===== config.mk =====
export PLATFORM = sky130hd
export DESIGN_NAME = tpfr_fifo
export DESIGN_NICKNAME = d
export VERILOG_FILES = /design/src/sv/tpfr_fifo.sv
export SDC_FILE = /design/constraint.sdc
export NUM_CORES = 1
export LEC_CHECK = 0
export BUFFER_PORTS_ARGS = -buffer_cell sky130_fd_sc_hd__buf_2
export CORE_MARGIN = 2
export CORE_UTILIZATION = 40
export DETAILED_ROUTE_END_ITERATION = 10
export MAX_ROUTING_LAYER = met4
export SYNTH_ARGS = -nofsm -noshare
export SYNTH_HDL_FRONTEND = slang
export SYNTH_SLANG_ARGS = --single-unit

===== constraint.sdc =====
create_clock -name clk -period 3.7 [get_ports clk]
set_input_delay 0.185 -clock clk [delete_from_list [all_inputs] [get_ports clk]]
set_output_delay 0.185 -clock clk [all_outputs]
set_load 0.02 [all_outputs]

===== src/sv/tpfr_fifo.sv =====
// ----------------------------------------------------------------------------
// tpfr_fifo
// Small register queue with push/full and pop/empty sides.
// ----------------------------------------------------------------------------
`default_nettype none

module tpfr_fifo #(
  parameter int W     = 8,
  parameter int DEPTH = 2
) (
  input  wire logic         clk,
  input  wire logic         rst_n,
  input  wire logic         push,
  input  wire logic [W-1:0] din,
  input  wire logic         pop,
  output logic      [W-1:0] dout,
  output logic              full,
  output logic              empty
);
  localparam int AW = (DEPTH > 1) ? $clog2(DEPTH) : 1;

  logic [W-1:0]  mem_r [DEPTH];
  logic [AW-1:0] wp_r, rp_r;
  logic [AW:0]   cnt_r;
  logic          do_push, do_pop;

  assign full    = (cnt_r == (AW+1)'(DEPTH));
  assign empty   = (cnt_r == '0);
  assign dout    = mem_r[rp_r];
  assign do_push = push && !full;
  assign do_pop  = pop && !empty;

  always_ff @(posedge clk) begin
    if (!rst_n) begin
      wp_r  <= '0;
      rp_r  <= '0;
      cnt_r <= '0;
    end else begin
      if (do_push) begin
        wp_r <= (wp_r == AW'(DEPTH-1)) ? '0 : wp_r + 1'b1;
      end
      if (do_pop) begin
        rp_r <= (rp_r == AW'(DEPTH-1)) ? '0 : rp_r + 1'b1;
      end
      cnt_r <= cnt_r + (AW+1)'(do_push) - (AW+1)'(do_pop);
    end
  end

  always_ff @(posedge clk) begin
    if (do_push) begin
      mem_r[wp_r] <= din;
    end
  end
endmodule

`default_nettype wire


==> After elaboration in Yosys (flattened, before gate mapping) <==
Memories as Yosys holds them, arrays and structs flattened. A register that Yosys moved wholly into a read port is not among the register bits.
Cells that the tools add are included.
{ "totals": {"word_cells": 20, "ram_bits": 16, "input_bits": 12, "out_inout_bits": 10, "mem_count": 1, "reg_bits": 4} }
{ "memory_table": {"columns": ["name", "words", "width", "read_ports", "rd_ports_with_merged_regs", "write_ports", "line", "rtl"], "rows": [
  ["mem_r", 2, 8, 1, 1, 1, "22", "logic [W-1:0] mem_r [DEPTH];"]
]} }
{ "classes": {"reduce_logical": 5, "addsub": 4, "muxes": 6, "eq_ne": 1} }
{ "ops": {"columns": ["cell", "n"], "rows": [
  ["$mux 1", 6],
  ["$add 1x1->1 const B", 2],
  ["$add 2x1->2", 1],
  ["$eq 2x2->1 const B", 1],
  ["$logic_and 1x1->1", 2],
  ["$logic_not 1->1", 2],
  ["$logic_not 2->1", 1],
  ["$sub 2x1->2", 1]
]} }

==> Longest topological paths before layout <==
{ "depth": {"ltp_word": 5, "mapped_depth": 8, "mapped_depth_nobuf": 8} }

==> Worst setup path after synthesis <==
OpenSTA, ideal clock, no wires.
{ "synth_path": {"path_type": "reg2reg", "from": "reg cnt_r[0]", "to": "reg cnt_r[1]", "required_ns": 3.622, "setup_ns": 0.078, "path_stages_with_launch": 9, "synth_period_minus_slack_ns": 1.540, "path_slack_ns": 2.160, "path_buffers": 0, "arrival_ns": 1.462, "cell_sequence": "dfxtp_1 > nand2b_1 > nand2_1 > ha_1 > inv_1 > ha_1 > xor2_1 > and2_2 > nor3_1"} }
{ "synth_via": {"elab_chain_len": 5, "elab_cells_between_ends": 8, "classes_between": "add/sub: 2; eq/ne: 1; reduce/logical: 5"} }
{ "synth_lines": {"columns": ["item", "line", "rtl"], "rows": [
  ["start, declared", "24", "logic [AW:0] cnt_r;"],
  ["start signal, assigned", "45", "cnt_r <= cnt_r + (AW+1)'(do_push) - (AW+1)'(do_pop);"],
  ["$eq 2x2->1", "27", "assign full = (cnt_r == (AW+1)'(DEPTH));"],
  ["$logic_not 1->1", "30", "assign do_push = push && !full;"],
  ["$logic_and 1x1->1", "30", null],
  ["$add 2x1->2", "45", null],
  ["$sub 2x1->2 *", "45", null]
]} }
Every way passes the cells marked *; elsewhere a longest branch is shown, timed or not.
A chain may end at the register's enable or synchronous reset.

==> Final worst setup path <==
Same ends and word-level chain as after synthesis.

==> report_table.html <==
<table>
<tr><th>Metric</th><th>Value</th></tr>
<tr><th colspan="2">Outcome</th></tr>
<tr><td>Outcome</td><td>finished, final reports clean</td></tr>
<tr><th colspan="2">Clock tree</th></tr>
<tr><td>Root buffer cell</td><td>clkbuf_4</td></tr>
<tr><td>Post-CTS Setup Bufs</td><td>0</td></tr>
<tr><td>Maximum count of clock buffers along a single path</td><td>2</td></tr>
<tr><td>Total clock sinks</td><td>21</td></tr>
<tr><td>Post-cts sizing count</td><td>0</td></tr>
<tr><td>Clock slew at the register clock pins of the worst setup and hold paths</td><td>0.11 ns</td></tr>
<tr><td>Clock insertion delay at the later pin of the skew report</td><td>0.30 ns</td></tr>
<tr><td>Clock tree from TritonCTS</td><td>yes</td></tr>
<tr><td>Level count of the clock H-tree</td><td>1</td></tr>
<tr><td>Number of hold buffers added after CTS</td><td>0</td></tr>
<tr><td>Cts bufs inserted</td><td>3</td></tr>
<tr><th colspan="2">Placement</th></tr>
<tr><td>Weighted congestion reported at the end of routability-driven placement</td><td>0.650</td></tr>
<tr><td>Quantity of I/O buffers inserted on ports</td><td>21</td></tr>
<tr><td>Setup Slack @ Placement</td><td>2.02 ns</td></tr>
<tr><td>Placed inst area</td><td>946 sq um</td></tr>
<tr><th colspan="2">Pwr</th></tr>
<tr><td>Flop pwr share</td><td>0.508</td></tr>
<tr><td>Combinational fraction of design power</td><td>0.337</td></tr>
<tr><td>Total power consumption of the routed design</td><td>668 uW</td></tr>
<tr><td>Static Leakage</td><td>0.409 nW</td></tr>
<tr><td>Pwr Density</td><td>686 mW/mm^2</td></tr>
<tr><td>Cell Int Power</td><td>448 uW</td></tr>
<tr><td>Portion of total power attributed to the clock network</td><td>0.155</td></tr>
<tr><td>Switching part of the total</td><td>0.329</td></tr>
<tr><td>Total net switching power</td><td>220 uW</td></tr>
<tr><td>Worst vdd ir</td><td>341 uV</td></tr>
<tr><th colspan="2">Routing</th></tr>
<tr><td>Routed length per instance</td><td>10.5 um</td></tr>
<tr><td>Total via count after detailed routing</td><td>453</td></tr>
<tr><td>Via density per instance</td><td>4.40</td></tr>
<tr><td>Detailed-route wire length</td><td>1090 um</td></tr>
<tr><td>DRT antenna net count</td><td>0</td></tr>
<tr><td>Number of DRC markers in iteration 0</td><td>4</td></tr>
<tr><td>Post-detailed-route DRC marker count</td><td>0</td></tr>
<tr><td>Pre-Repair DR Iteration Count</td><td>4</td></tr>
<tr><th colspan="2">Synthesis</th></tr>
<tr><td>Distinct cells, synth</td><td>17</td></tr>
<tr><td>Number of nets produced by synthesis</td><td>66</td></tr>
<tr><td>Synthesized area per cell</td><td>15.6 sq um</td></tr>
<tr><td>Yosys warning count</td><td>0</td></tr>
<tr><td>#FFs+latches synth</td><td>21</td></tr>
<tr><td>Number of standard cells after synthesis</td><td>52</td></tr>
<tr><td>Sequential cell area fraction in the yosys report</td><td>0.715</td></tr>
<tr><td>Synthesized cell area</td><td>812 sq um</td></tr>
<tr><th colspan="2">Global routing</th></tr>
<tr><td>GR Overflow Total</td><td>0</td></tr>
<tr><td>First-pass GRT wire length</td><td>1870 um</td></tr>
<tr><td>Global routing usage summed across all routing layers</td><td>0.111</td></tr>
<tr><td>Maximum number of pins on one net before global-route repair</td><td>13</td></tr>
<tr><td>Antenna violations before repair</td><td>0</td></tr>
<tr><td>Number of global-route vias before repair</td><td>434</td></tr>
<tr><th colspan="2">Timing</th></tr>
<tr><td>Period utilisation layout</td><td>0.446</td></tr>
<tr><td>Crit path setup slack, layout</td><td>2.05 ns</td></tr>
<tr><td>Slew headroom</td><td>0.549</td></tr>
<tr><td>RSZ-0062 raised after global routing</td><td>false</td></tr>
<tr><td>Final Setup Violations</td><td>0</td></tr>
<tr><td>Fmax</td><td>606 MHz</td></tr>
<tr><td>Clk_skew</td><td>0.00621 ns</td></tr>
<tr><td>Final Slew Violations</td><td>0</td></tr>
<tr><td>Time the final worst path needs with I/O delays and setup</td><td>1.65 ns</td></tr>
<tr><td>Setup TNS Final</td><td>0 ns</td></tr>
<tr><td>Actual transition at the worst max-transition pin</td><td>0.673 ns</td></tr>
<tr><td>Endpoints failing hold</td><td>0</td></tr>
<tr><th colspan="2">Layout</th></tr>
<tr><td># fillers</td><td>196</td></tr>
<tr><td>Final core area utilization</td><td>0.501</td></tr>
<tr><td>Post-synthesis to final-layout area growth</td><td>19.9%</td></tr>
<tr><td>Share of layout cells above drive strength 1</td><td>0.461</td></tr>
<tr><td>Footprint of the flip-flops and latches</td><td>581 sq um</td></tr>
<tr><td>Final nets</td><td>91</td></tr>
<tr><td>Non-Filler Cell Area, Final</td><td>973 sq um</td></tr>
<tr><td>Antenna cell count</td><td>0</td></tr>
<tr><td>Combined area of the multi-input logic cells</td><td>215 sq um</td></tr>
<tr><th colspan="2">Job</th></tr>
<tr><td>Number of maximum-capacitance violations</td><td>0</td></tr>
<tr><th colspan="2">Die</th></tr>
<tr><td>Total die area</td><td>0.00241 sq mm</td></tr>
<tr><td>Floorplan Core Area</td><td>0.00194 sq mm</td></tr>
<tr><td>FP Rows</td><td>16</td></tr>
<tr><td>Initial core utilization</td><td>0.418</td></tr>
<tr><td>Die H</td><td>49.1 um</td></tr>
<tr><td>Number of primary I/O pins</td><td>22</td></tr>
<tr><td>Die Width</td><td>49.1 um</td></tr>
<tr><th colspan="2">Setup path</th></tr>
<tr><td>Required @ worst endpoint</td><td>3.93 ns</td></tr>
<tr><td>Startpoint kind of the worst setup timing path</td><td>register</td></tr>
<tr><td>Reg-to-reg slack, setup</td><td>2.05 ns</td></tr>
<tr><td>Arrival time at the worst endpoint</td><td>1.88 ns</td></tr>
<tr><td>Maximum fanout along the worst path</td><td>4</td></tr>
<tr><td>Endpoint kind of the worst setup timing path</td><td>register</td></tr>
<tr><td>Path depth of the worst reg2reg path</td><td>8</td></tr>
<tr><td>Worst Path Class, Setup</td><td>register to register</td></tr>
<tr><th colspan="2">Min path</th></tr>
<tr><td>Cell depth of the worst min-delay path</td><td>1</td></tr>
<tr><td>HP Class</td><td>input pin to register</td></tr>
</table>
==> flip-flops by register name (all words and copies together), names as in the netlist, named ones only <==
| name | flops |
|---|---|
| mem_r | 16 |
| cnt_r | 2 |
| rp_r | 1 |
| wp_r | 1 |
==> metrics by stage <==
stage               hold WS, ns  cells
global route             0.0394    103
detailed placement        0.377     99
CTS                      0.0555    103
floorplan                 0.284     52
global placement          0.374     99
finish                   0.0707    103
==> power groups by stage <==
stage | logic, mW | clock network (mW) | registers [mW]
2_1_floorplan | 0.182 | 0 | 0.328
3_3_place_gp | 0.229 | 0 | 0.345
3_5_place_dp | 0.229 | 0 | 0.346
4_1_cts | 0.230 | 0.110 | 0.341
5_1_grt | 0.252 | 0.122 | 0.347
6_report | 0.225 | 0.104 | 0.339
==> cells in the final DEF, fill, tap and decap left out <==
cell	netlist	final
and2_1	1	1
xnor2_1	1	1
nor2_1	5	5
xor2_1	1	1
nand2_1	2	2
mux2_2	8	8
mux2i_1	1	1
dfxtp_1	5	5
inv_1	3	3
and3_1	1	1
clkinv_2	0	1
clkbuf_4	0	3
nand2b_1	2	2
buf_2	1	21
edfxtp_1	16	16
nor3_1	1	1
and2_2	1	1
ha_1	2	2
o21a_2	1	1
==> layer usage <==
| layer | vias up | track usage | part of all wire |
|---|---|---|---|
| li1 | 231 | - | - |
| met1 | 209 | 0.114 | 0.41 |
| met2 | 11 | 0.183 | 0.53 |
| met3 | 2 | 0.0613 | 0.055 |
| met4 | 0 | 0.0286 | 0.0046 |
| met5 | - | - | 0 |
==> cell type report <==
| class | instances | area share |
|---|---|---|
| repair buffers | 21 | 0.108 |
| flip-flops and latches | 21 | 0.596 |
| well taps | 27 | 0.0347 |
| inverters | 3 | 0.0116 |
| clock inverters | 1 | 0.00514 |
| clock buffers | 3 | 0.0231 |
| multi-input cells | 27 | 0.221 |
==> critical path: stages, from the launching register on <==
cell and delay (ns):
dfxtp_1 0.38, nand2b_1 0.16, nand2_1 0.11, ha_1 0.28, inv_1 0.03, ha_1 0.17, xor2_1 0.15, and2_2 0.18
nor3_1 0.11
==> cell usage after synthesis (all sizes together) <==
| library cell | number | area share |
|---|---|---|
| nor2 | 5 | 0.023 |
| nand2 | 2 | 0.0092 |
| xnor2 | 1 | 0.011 |
| xor2 | 1 | 0.011 |
| and3 | 1 | 0.0077 |
| nand2b | 2 | 0.015 |
| mux2 | 8 | 0.11 |
| ha | 2 | 0.031 |
| mux2i | 1 | 0.012 |
| nor3 | 1 | 0.0062 |
| dfxtp | 5 | 0.12 |
| inv | 3 | 0.014 |
| edfxtp | 16 | 0.59 |
| buf | 1 | 0.0062 |
| o21a | 1 | 0.011 |
| and2 | 2 | 0.017 |
==> path summary, 6_finish.rpt <==
path            endpoint     start
min reg2reg         wp_r      wp_r
max             cnt_r[1]  cnt_r[0]
max reg2reg     cnt_r[1]  cnt_r[0]
min          mem_r[1][4]    din[4]
==> cells by family (layout without fill, tap and decap cells) <==
kind of cell	after synthesis	in the layout	share of synthesized area
compound gates	1	1	0.0108
xor+xnor	2	2	0.0216
fa+ha+maj	2	2	0.0308
buf+inv	4	28	0.0200
flops	21	21	0.715
mux	9	9	0.123
simple gates	13	13	0.0786
Note: power is estimated with default switching activity, not from simulation.
