## src/sv/tpfr_pkg.sv

```systemverilog
// ----------------------------------------------------------------------------
// tpfr_pkg
// Types and codes shared by the parent-first reorder unit.
// ----------------------------------------------------------------------------
`default_nettype none

package tpfr_pkg;

  localparam int NODE_BITS = 10;
  localparam int TAG_W     = 32;
  localparam int SLOT_BITS = 6;
  localparam logic [SLOT_BITS-1:0] NO_SLOT = 6'd63;

  typedef enum logic [2:0] {
    ST_ROW    = 3'd0,
    ST_FIN_OK = 3'd1,
    ST_SELF   = 3'd2,
    ST_DUP    = 3'd3,
    ST_ORPHAN = 3'd4,
    ST_FULL   = 3'd5
  } status_t;

  localparam logic CMD_ROW    = 1'b0;
  localparam logic CMD_FINISH = 1'b1;

  typedef struct packed {
    logic                 command;
    logic [NODE_BITS-1:0] node_id;
    logic                 has_parent;
    logic [NODE_BITS-1:0] parent_id;
    logic [TAG_W-1:0]     row_tag;
  } in_word_t;

  typedef struct packed {
    logic [TAG_W-1:0]     out_tag;
    logic [NODE_BITS-1:0] out_node;
    status_t              status;
    logic                 last;
  } out_word_t;

  typedef struct packed {
    logic                 finish;
    logic                 self_par;
    logic                 has_parent;
    logic [NODE_BITS-1:0] node;
    logic [NODE_BITS-1:0] parent;
    logic [TAG_W-1:0]     tag;
  } item_t;

  typedef struct packed {
    logic                 seen;
    logic                 outd;
    logic [SLOT_BITS-1:0] fw;
  } nent_t;

endpackage

`default_nettype wire

```

## src/sv/tpfr_fifo.sv

```systemverilog
// ----------------------------------------------------------------------------
// tpfr_fifo
// Small register queue with push/full and pop/empty sides.
// ----------------------------------------------------------------------------
`default_nettype none

module tpfr_fifo #(
  parameter int W     = 8,
  parameter int DEPTH = 2
) (
  input  wire logic         clk,
  input  wire logic         rst_n,
  input  wire logic         push,
  input  wire logic [W-1:0] din,
  input  wire logic         pop,
  output logic      [W-1:0] dout,
  output logic              full,
  output logic              empty
);
  localparam int AW = (DEPTH > 1) ? $clog2(DEPTH) : 1;

  logic [W-1:0]  mem_r [DEPTH];
  logic [AW-1:0] wp_r, rp_r;
  logic [AW:0]   cnt_r;
  logic          do_push, do_pop;

  assign full    = (cnt_r == (AW+1)'(DEPTH));
  assign empty   = (cnt_r == '0);
  assign dout    = mem_r[rp_r];
  assign do_push = push && !full;
  assign do_pop  = pop && !empty;

  always_ff @(posedge clk) begin
    if (!rst_n) begin
      wp_r  <= '0;
      rp_r  <= '0;
      cnt_r <= '0;
    end else begin
      if (do_push) begin
        wp_r <= (wp_r == AW'(DEPTH-1)) ? '0 : wp_r + 1'b1;
      end
      if (do_pop) begin
        rp_r <= (rp_r == AW'(DEPTH-1)) ? '0 : rp_r + 1'b1;
      end
      cnt_r <= cnt_r + (AW+1)'(do_push) - (AW+1)'(do_pop);
    end
  end

  always_ff @(posedge clk) begin
    if (do_push) begin
      mem_r[wp_r] <= din;
    end
  end
endmodule

`default_nettype wire

```

## src/sv/tpfr_front.sv

```systemverilog
// ----------------------------------------------------------------------------
// tpfr_front
// Accept words, fold node numbers, flag self parents, queue for the back end.
// ----------------------------------------------------------------------------
`default_nettype none

module tpfr_front #(
  parameter int NODE_COUNT = 1024
) (
  input  wire logic              clk,
  input  wire logic              rst_n,
  input  wire logic              ready,
  input  wire logic              in_push,
  input  wire tpfr_pkg::in_word_t in_word,
  output logic                   in_full,
  input  wire logic              item_pop,
  output tpfr_pkg::item_t        item,
  output logic                   item_empty
);
  import tpfr_pkg::*;

  function automatic logic [NODE_BITS-1:0] fold(input logic [NODE_BITS-1:0] v);
    logic [31:0] r;
    logic [31:0] d;
    r = 32'(v);
    for (int k = NODE_BITS-1; k >= 0; k--) begin
      d = 32'(NODE_COUNT) << k;
      if (r >= d) r = r - d;
    end
    return r[NODE_BITS-1:0];
  endfunction

  item_t cls;
  logic  q_full;

  always_comb begin
    cls.finish     = (in_word.command == CMD_FINISH);
    cls.has_parent = in_word.has_parent;
    cls.node       = fold(in_word.node_id);
    cls.parent     = fold(in_word.parent_id);
    cls.tag        = in_word.row_tag;
    cls.self_par   = in_word.has_parent && (cls.node == cls.parent);
  end

  assign in_full = q_full || !ready;

  tpfr_fifo #(.W($bits(item_t)), .DEPTH(2)) u_q (
    .clk   (clk),
    .rst_n (rst_n),
    .push  (in_push && !in_full),
    .din   (cls),
    .pop   (item_pop),
    .dout  (item),
    .full  (q_full),
    .empty (item_empty)
  );
endmodule

`default_nettype wire

```

## config.mk

```make
export PLATFORM = sky130hd
export DESIGN_NAME = tpfr_front
export DESIGN_NICKNAME = d
export VERILOG_FILES = /design/src/sv/tpfr_pkg.sv /design/src/sv/tpfr_fifo.sv /design/src/sv/tpfr_front.sv
export SDC_FILE = /design/constraint.sdc
export NUM_CORES = 1
export LEC_CHECK = 0
export BUFFER_PORTS_ARGS = -buffer_cell sky130_fd_sc_hd__buf_2
export CORE_AREA = 2 2 121 123
export CTS_BUF_LIST = sky130_fd_sc_hd__clkbuf_4 sky130_fd_sc_hd__clkbuf_8
export CTS_CLUSTER_DIAMETER = 50
export CTS_CLUSTER_SIZE = 30
export DETAILED_ROUTE_END_ITERATION = 10
export DIE_AREA = 0 0 123 125
export PLACE_DENSITY = 0.62
export SYNTH_ARGS = -nofsm -noshare
export SYNTH_HDL_FRONTEND = slang
export SYNTH_SLANG_ARGS = --single-unit
```

## constraint.sdc

```tcl
create_clock -name clk -period 4.8 [get_ports clk]
set_input_delay 0.48 -clock clk [delete_from_list [all_inputs] [get_ports clk]]
set_output_delay 0.48 -clock clk [all_outputs]
set_load 0.01 [all_outputs]
```

* Word-level counts from Yosys, hierarchy flattened
Memories as Yosys holds them, arrays and structs flattened. A register that Yosys moved wholly into a read port is not among the register bits. Cells that the tools add are included.
Operators by class: add/sub/neg operators 4, equality and inequality tests 2, multiplexer cells 6, reduce and logical (&&, ||, !) cells 10
Operators with widths (number):
- $eq 10x10->1 | 1
- $mux 1 | 6
- $logic_and 1x1->1 | 4
- $logic_not 1->1 | 4
- $add 1x1->1 const B | 2
- $add 2x1->2 | 1
- $eq 2x2->1 const B | 1
- $logic_not 2->1 | 1
- $sub 2x1->2 | 1
- $logic_or 1x1->1 | 1
Storage, ports and cells: flip-flop bits (word level) 4, memory bits (writable) 110, bits of input ports 59, output and inout port bits 57, logic and storage cells 26, memories 1
Memory list:
- u_q.mem_r | depth 2, width 55, rd ports 1, clocked after memory_dff 1, wr ports 1, RTL line tpfr_fifo.sv:22 | logic [W-1:0] mem_r [DEPTH];

* Longest topological paths before layout
Gate-level depths: netlist of the first run.
word-level depth 7, gate-level depth with buffers 7, gate-level depth less buffers 7

* By module
Synthesis of the first run repeated with hierarchy kept, for this count alone.
Unflattened totals: cell total of the unflattened synthesis 215, area, all modules 4584.4 µm²
Modules (own cells, without submodules):
- tpfr_fifo | times used 1, cells each 198, area each 4455.5 µm², seq. area each 3403.3 µm²
- tpfr_front | times used 1, cells each 17, area each 128.9 µm², seq. area each 0.0 µm²

* Worst setup path after synthesis of the first run
No wires, ideal clock.
path type register to register, start point register u_q.cnt_r[0], end point memory u_q.mem_r[1][0] in the netlist's numbering, enable pin, setup time 468 ps, data arrival time 2912 ps, data required time 4332 ps, slack 1420 ps, stages on the path, launching flop included 4, path buffers 0, path through dfxtp_1 > nand2b_1 > nand3_1 > nor2_1
On the way: cells in the longest elaborated chain, start to end 7, elaborated cells between the ends (all ways) 8, classes of those cells 1 x eq/ne; 2 x mux; 5 x reduce/logical
RTL lines:
- start: declaration | RTL line tpfr_fifo.sv:24 | logic [AW:0] cnt_r;
- start signal: assignment | RTL line tpfr_fifo.sv:45 | cnt_r <= cnt_r + (AW+1)'(do_push) - (AW+1)'(do_pop);
- $eq 2x2->1 * | RTL line tpfr_fifo.sv:27 | assign full = (cnt_r == (AW+1)'(DEPTH));
- $logic_or 1x1->1 | RTL line tpfr_front.sv:45 | assign in_full = q_full || !ready;
- $logic_not 1->1 | RTL line tpfr_front.sv:50 | .push (in_push && !in_full),
- $logic_and 1x1->1 | RTL line tpfr_front.sv:50
- $logic_and 1x1->1 * | RTL line tpfr_fifo.sv:30 | assign do_push = push && !full;
- $mux 1 * | RTL line tpfr_fifo.sv:50 | if (do_push) begin
- $mux 1 (not written as such) * | RTL line tpfr_fifo.sv:51 | mem_r[wp_r] <= din;
- end: declaration | RTL line tpfr_fifo.sv:22
Every way passes the cells marked *; elsewhere a longest branch is shown, timed or not.

==> results.sh, run 1 <==
export IMPL_grt_pass1_vias=2439
export IMPL_layout_commonest_cell="buf_2"
export IMPL_clk_insertion_delay_late_ns=0.43
export IMPL_wl_per_cell_um=14.9
export IMPL_synthesis_instances=213
export IMPL_crit_chain="mux2_2 -> buf_2"
export IMPL_ioPinCount=116
export IMPL_yosysUniqueCellTypes=20
export IMPL_ant_nets=0
export IMPL_cp_arrival_ns=2.06
export IMPL_overflow=0
export IMPL_post_cts_resized=0
export IMPL_tns_ns=0
export IMPL_clockBufferDepth=2
export IMPL_synth_cell_area_sq_mm=0.00458
export IMPL_fp_row_count=44
export IMPL_firstDrtPassIters=4
export IMPL_hold_viol_final=0
export IMPL_clock_sinks=115
export IMPL_grt_max_degree=56
export IMPL_dr_max_layer_used="met4"
export IMPL_fin_worst_skew_ns=0.00775
export IMPL_areaGrowthSynthToFinish_pct=25.8
export IMPL_initial_core_util_pct=32.3
export IMPL_power_density_mw_per_mm2=511
export IMPL_leakagePower_nw=2.22
export IMPL_synth_seq_cells=115
export IMPL_cts_root_buf="clkbuf_8"
export IMPL_drive_above_1_share_pct=57.9
export IMPL_io_buffers=115
export IMPL_period_needed_ns=2.54
export IMPL_final_area_sq_mm=0.00577
export IMPL_setup_viol=0
export IMPL_grt_setup_unrepaired="no"
export IMPL_htree_num_levels=4
export IMPL_fp_dieW_um=123
export IMPL_cts_buffers=17
export IMPL_crit_slowest_cell="dfxtp_4"
export IMPL_slew_viol_final=0
export IMPL_status="complete, no violations"
export IMPL_grt_pass1_wl_mm=12.2
export IMPL_fin_crit_sh_pct=53.0
export IMPL_worst_path_largest_cell_delay_ns=1.02
export IMPL_nets=404
export IMPL_core_sq_mm=0.0142
export IMPL_yosysWarnings=0
export IMPL_hold_class="in2reg"
export IMPL_timing_max_cap_violations=0
export IMPL_crit_path_max_fanout=55
export IMPL_tritoncts="yes"
export IMPL_slew_headroom_pct=30.2
export IMPL_cts_setup_buffers=0
export IMPL_gp_congestion=0.672
export IMPL_wl_met3_um=498
export IMPL_crit_type="reg2out"
export IMPL_path_clk_slew_ns=0.06
export IMPL_die_height_um=125
export IMPL_yosysSeqAreaShare_pct=74.3
export IMPL_max_freq_mhz=393
export IMPL_dr_wl_met2_mm=4.14
export IMPL_drc=0
export IMPL_vias_per_cell=4.26
export IMPL_critPathLaunchType="flip-flop"
export IMPL_wl_met1_mm=3.25
export IMPL_worst_pin_slew_ns=1.05
export IMPL_wirelength_mm=8.05
export IMPL_placed_area_sq_mm=0.00530
export IMPL_syn_area_per_cell_sq_um=21.5
export IMPL_place_hpwl_mm=5.12
export IMPL_vias=2299
export IMPL_endpoint_kind="output port"
export IMPL_worstPathRequired_ns=4.32
export IMPL_whs_ns=0.245
export IMPL_irDropWorstVdd_mv=0.220
export IMPL_postCtsHoldBufs=0
export IMPL_die_area_sq_mm=0.0154
export IMPL_antenna_found_initial=0
export IMPL_track_usage_pct=11.0
export IMPL_synth_nets=274
export IMPL_drtIter0Drc=82
export IMPL_fin_cells=540
export IMPL_dp_cells=508
export IMPL_p_total_mw=2.95
export IMPL_final_cell_mix="115 x buf_2, 110 x edfxtp_1, 50 x mux2_4"
export IMPL_n_antenna_cell=0
-- critical path: cells and delay by family (launching register included) --
| kind | cells | cell delay [ns] |
|---|---|---|
| buf+inv | 1 | 0.14 |
| flops | 1 | 1.02 |
| mux | 1 | 0.43 |
-- kinds of logic after synthesis --
group | count (synthesis) | share of synthesized area, %
AOI/OAI and AO/OA | 3 | 0.601
xor gates and xnor gates | 13 | 2.48
adders and majority gates | 2 | 0.546
DFF | 115 | 74.3
and+or+nand+nor | 14 | 1.67
buffers and inverters | 11 | 2.84
muxes | 55 | 17.6
-- synthesized netlist by cell type --
master    number  area, sq um
mux2_4        50          751
and2_1         2         12.5
buf_6          1         11.3
inv_1          5         18.8
nand4_1        3         18.8
edfxtp_1     110         3300
nor2b_1        2         12.5
nor2_1         2         7.51
ha_1           2         25.0
buf_12         5          100
nand2_1        1         3.75
dfxtp_1        5          100
nand2b_1       1         6.26
o21a_1         1         7.51
mux2_2         5         56.3
a31o_1         1         8.76
a21boi_2       1         11.3
nand3_1        2         10.0
nor3_1         1         5.00
xnor2_1       13          114
-- sequential cells by signal (all words and copies together) (netlist names), named ones only --
| signal | count |
|---|---|
| u_q.mem_r | 110 |
| u_q.wp_r | 1 |
| u_q.rp_r | 1 |
| u_q.cnt_r | 2 |
-- per-layer routing --
layer  GRT usage (%)  up-vias
li1                -     1080
met1            11.5     1130
met2            18.3       79
met3            5.34       10
met4            5.15        0
met5               0        -
-- final cells by class --
type	count	area [sq um]
clock buffers	19	249
fillers	1341	8440
inverters	5	18.8
multi-input cells	87	1060
well taps	184	230
clock inverters	13	213
repair buffers	117	591
flip-flops and latches	115	3410
-- through the flow --
stage	util, %	worst slack, ns
after floorplan	-	1.42
after global placement	37.3	2.48
after detailed placement	37.3	2.43
after CTS	40.6	2.16
after global routing	40.6	2.11
final	40.6	2.26
-- where the power goes --
group | total, mW | switching (mW) | internal [mW]
registers | 1.30 | 0.110 | 1.19
logic | 0.601 | 0.243 | 0.357
clock network | 1.04 | 0.369 | 0.673
-- path summary, 6_finish.rpt --
| kind | start | endpoint | slack [ns] | depth (start not counted) |
|---|---|---|---|---|
| worst min register to register | u_q.rp_r$_SDFFE_PN0P_ | flip-flop | 0.54 | 2 |
| worst max-delay path | flip-flop | item[45] | 2.26 | 2 |
| worst min-delay path | in_word[0] | u_q.mem_r[1][0]$_DFFE_PP_ | 0.25 | 1 |
| worst max register to register | u_q.cnt_r[0]$_SDFF_PN0_ | u_q.mem_r[1][38]$_DFFE_PP_ | 2.56 | 4 |
No activity file was read; power rests on OpenSTA's default activity.
==> run 2: changes to the inputs <==
clock period = 2.6 ns   (was 4.8 ns; I/O delays follow)
==> results.sh, run 2 (synthesis gave the netlist of run 1 again) <==
export IMPL_r2r_end="u_q.mem_r[1][38]$_DFFE_PP_"
export IMPL_core_sq_mm=0.0142
export IMPL_areaGrowthSynthToFinish_pct=30.6
export IMPL_htree_num_levels=4
export IMPL_wirelength_mm=8.08
export IMPL_io_buffers=115
export IMPL_fin_crit_sh_pct=80.8
export IMPL_fin_worst_skew_ns=0.0102
export IMPL_ioPinCount=116
export IMPL_clk_insertion_delay_late_ns=0.43
export IMPL_track_usage_pct=11.2
export IMPL_drc=0
export IMPL_overflow=0
export IMPL_cts_buffers=17
export IMPL_power_density_mw_per_mm2=854
export IMPL_n_antenna_cell=0
export IMPL_wl_per_cell_um=14.2
export IMPL_whs_ns=0.0355
export IMPL_cts_root_buf="clkbuf_8"
export IMPL_nets=433
export IMPL_irDropWorstVdd_mv=0.456
export IMPL_hold_class="in2reg"
export IMPL_grt_pass1_wl_mm=12.5
export IMPL_crit_path_max_fanout=23
export IMPL_endpoint_kind="output port"
export IMPL_grt_pass1_vias=2483
export IMPL_internal_power_mw=3.78
export IMPL_ant_nets=0
export IMPL_worst_pin_slew_ns=0.488
export IMPL_die_height_um=125
export IMPL_grt_max_degree=32
export IMPL_power_frac_clock_pct=30.3
export IMPL_slew_headroom_pct=67.4
export IMPL_final_cell_mix="115 x buf_2, 110 x edfxtp_1, 50 x mux2_4"
export IMPL_switching_share_pct=26.0
export IMPL_hold_viol_final=0
export IMPL_fillCellCount=1301
export IMPL_clockBufferDepth=2
export IMPL_cp_arrival_ns=1.84
export IMPL_worstPathRequired_ns=2.34
export IMPL_antenna_found_initial=0
export IMPL_fp_dieW_um=123
export IMPL_fp_row_count=44
export IMPL_largest_registers="u_q.mem_r: 110 flops, u_q.cnt_r: 2 flops"
export IMPL_status="complete, no violations"
export IMPL_pwr_share_seq_pct=45.3
export IMPL_crit_type="reg2out"
export IMPL_drtIter0Drc=105
export IMPL_slew_viol_final=0
export IMPL_drive_above_1_share_pct=54.8
export IMPL_layout_commonest_cell="buf_2"
export IMPL_die_area_sq_mm=0.0154
export IMPL_worst_slack_ns=0.499
export IMPL_period_needed_ns=2.10
export IMPL_worst_r2r_setup_slack_ns=0.86
export IMPL_place_hpwl_mm=5.44
export IMPL_largest_register="u_q.mem_r"
export IMPL_largest_reg_flops=110
export IMPL_holdPathEnd="u_q.mem_r[1][54]$_DFFE_PP_"
export IMPL_comb_power_share_pct=24.4
export IMPL_grt_setup_unrepaired="no"
export IMPL_reg2reg_from="u_q.cnt_r[0]$_SDFF_PN0_"
export IMPL_firstDrtPassIters=4
export IMPL_pre_cts_ws_ns=0.827
export IMPL_post_cts_resized=0
export IMPL_gp_congestion=0.734
export IMPL_tritoncts="yes"
export IMPL_leakagePower_nw=2.31
export IMPL_hp_start="in_word[53]"
export IMPL_r2r_cells=4
export IMPL_setup_viol=0
export IMPL_power_switching_mw=1.33
export IMPL_vias=2369
export IMPL_clock_sinks=115
export IMPL_tns_ns=0
export IMPL_hold_path_cell_count=1
export IMPL_path_clk_slew_ns=0.06
export IMPL_vias_per_cell=4.16
export IMPL_critPathLaunchType="flip-flop"
export IMPL_max_freq_mhz=476
export IMPL_initial_core_util_pct=32.3
export IMPL_timing_max_cap_violations=0
## run 2: how the worst max path moves through the flow
stage,from,to,slack (ns),cells after the start
final,flip-flop,item[53],0.50,3
after global routing,flip-flop,item[53],0.39,3
after CTS,flip-flop,item[27],0.42,3
after detailed placement,u_q.cnt_r[0]$_SDFF_PN0_,u_q.mem_r[1][51]$_DFFE_PP_,0.83,4
after global placement,u_q.cnt_r[0]$_SDFF_PN0_,u_q.mem_r[1][1]$_DFFE_PP_,0.88,4
after floorplan,u_q.cnt_r[0]$_SDFF_PN0_,u_q.mem_r[1][0]$_DFFE_PP_,0.13,3
## run 2: layer usage
metal  global-route usage [%]  share of wire [%]  vias to the layer above
li1                         -                  -                     1141
met1                     12.7                 43                     1142
met2                     18.1                 50                       78
met3                     4.70                5.9                        8
met4                     5.21                1.4                        0
met5                        0                  0                        -
## run 2: area by class of cell
cell class	instances	area [sq um]	share of cell area, %
clock buffers	21	264	4.41
clock inverters	11	113	1.88
inverters	5	18.8	0.314
multi-input cells	87	1060	17.7
flip-flops and latches	115	3410	56.9
well taps	184	230	3.85
repair buffers	146	896	15.0
## run 2: power groups by stage
stage	Sequential, mW	Clock, mW	Combinational [mW]
global route	2.34	1.69	1.36
global placement	2.35	0	1.23
CTS	2.32	1.60	1.27
detailed placement	2.36	0	1.24
floorplan	2.28	0	0.991
finish	2.31	1.55	1.25
## run 2: through the flow
step	total power [mW]	utilization (%)	std cells	area [sq um]
floorplan	3.27	-	213	4590
global placement	3.58	37.7	512	5360
detailed placement	3.60	37.7	512	5360
CTS	5.20	42.1	569	5990
global route	5.39	42.1	569	5990
finish	5.11	42.1	569	5990
## run 2: critical path: stages, from the launching register on
cell	delay [ns]
dfxtp_4	0.61
buf_12	0.27
mux2_2	0.37
buf_2	0.14
## run 2: timing repair
action | 4_1_cts | 5_1_grt
setup buffers | 0 | 0
endpoints found under the hold margin | 50 | 0
hold buffers | 25 | 0
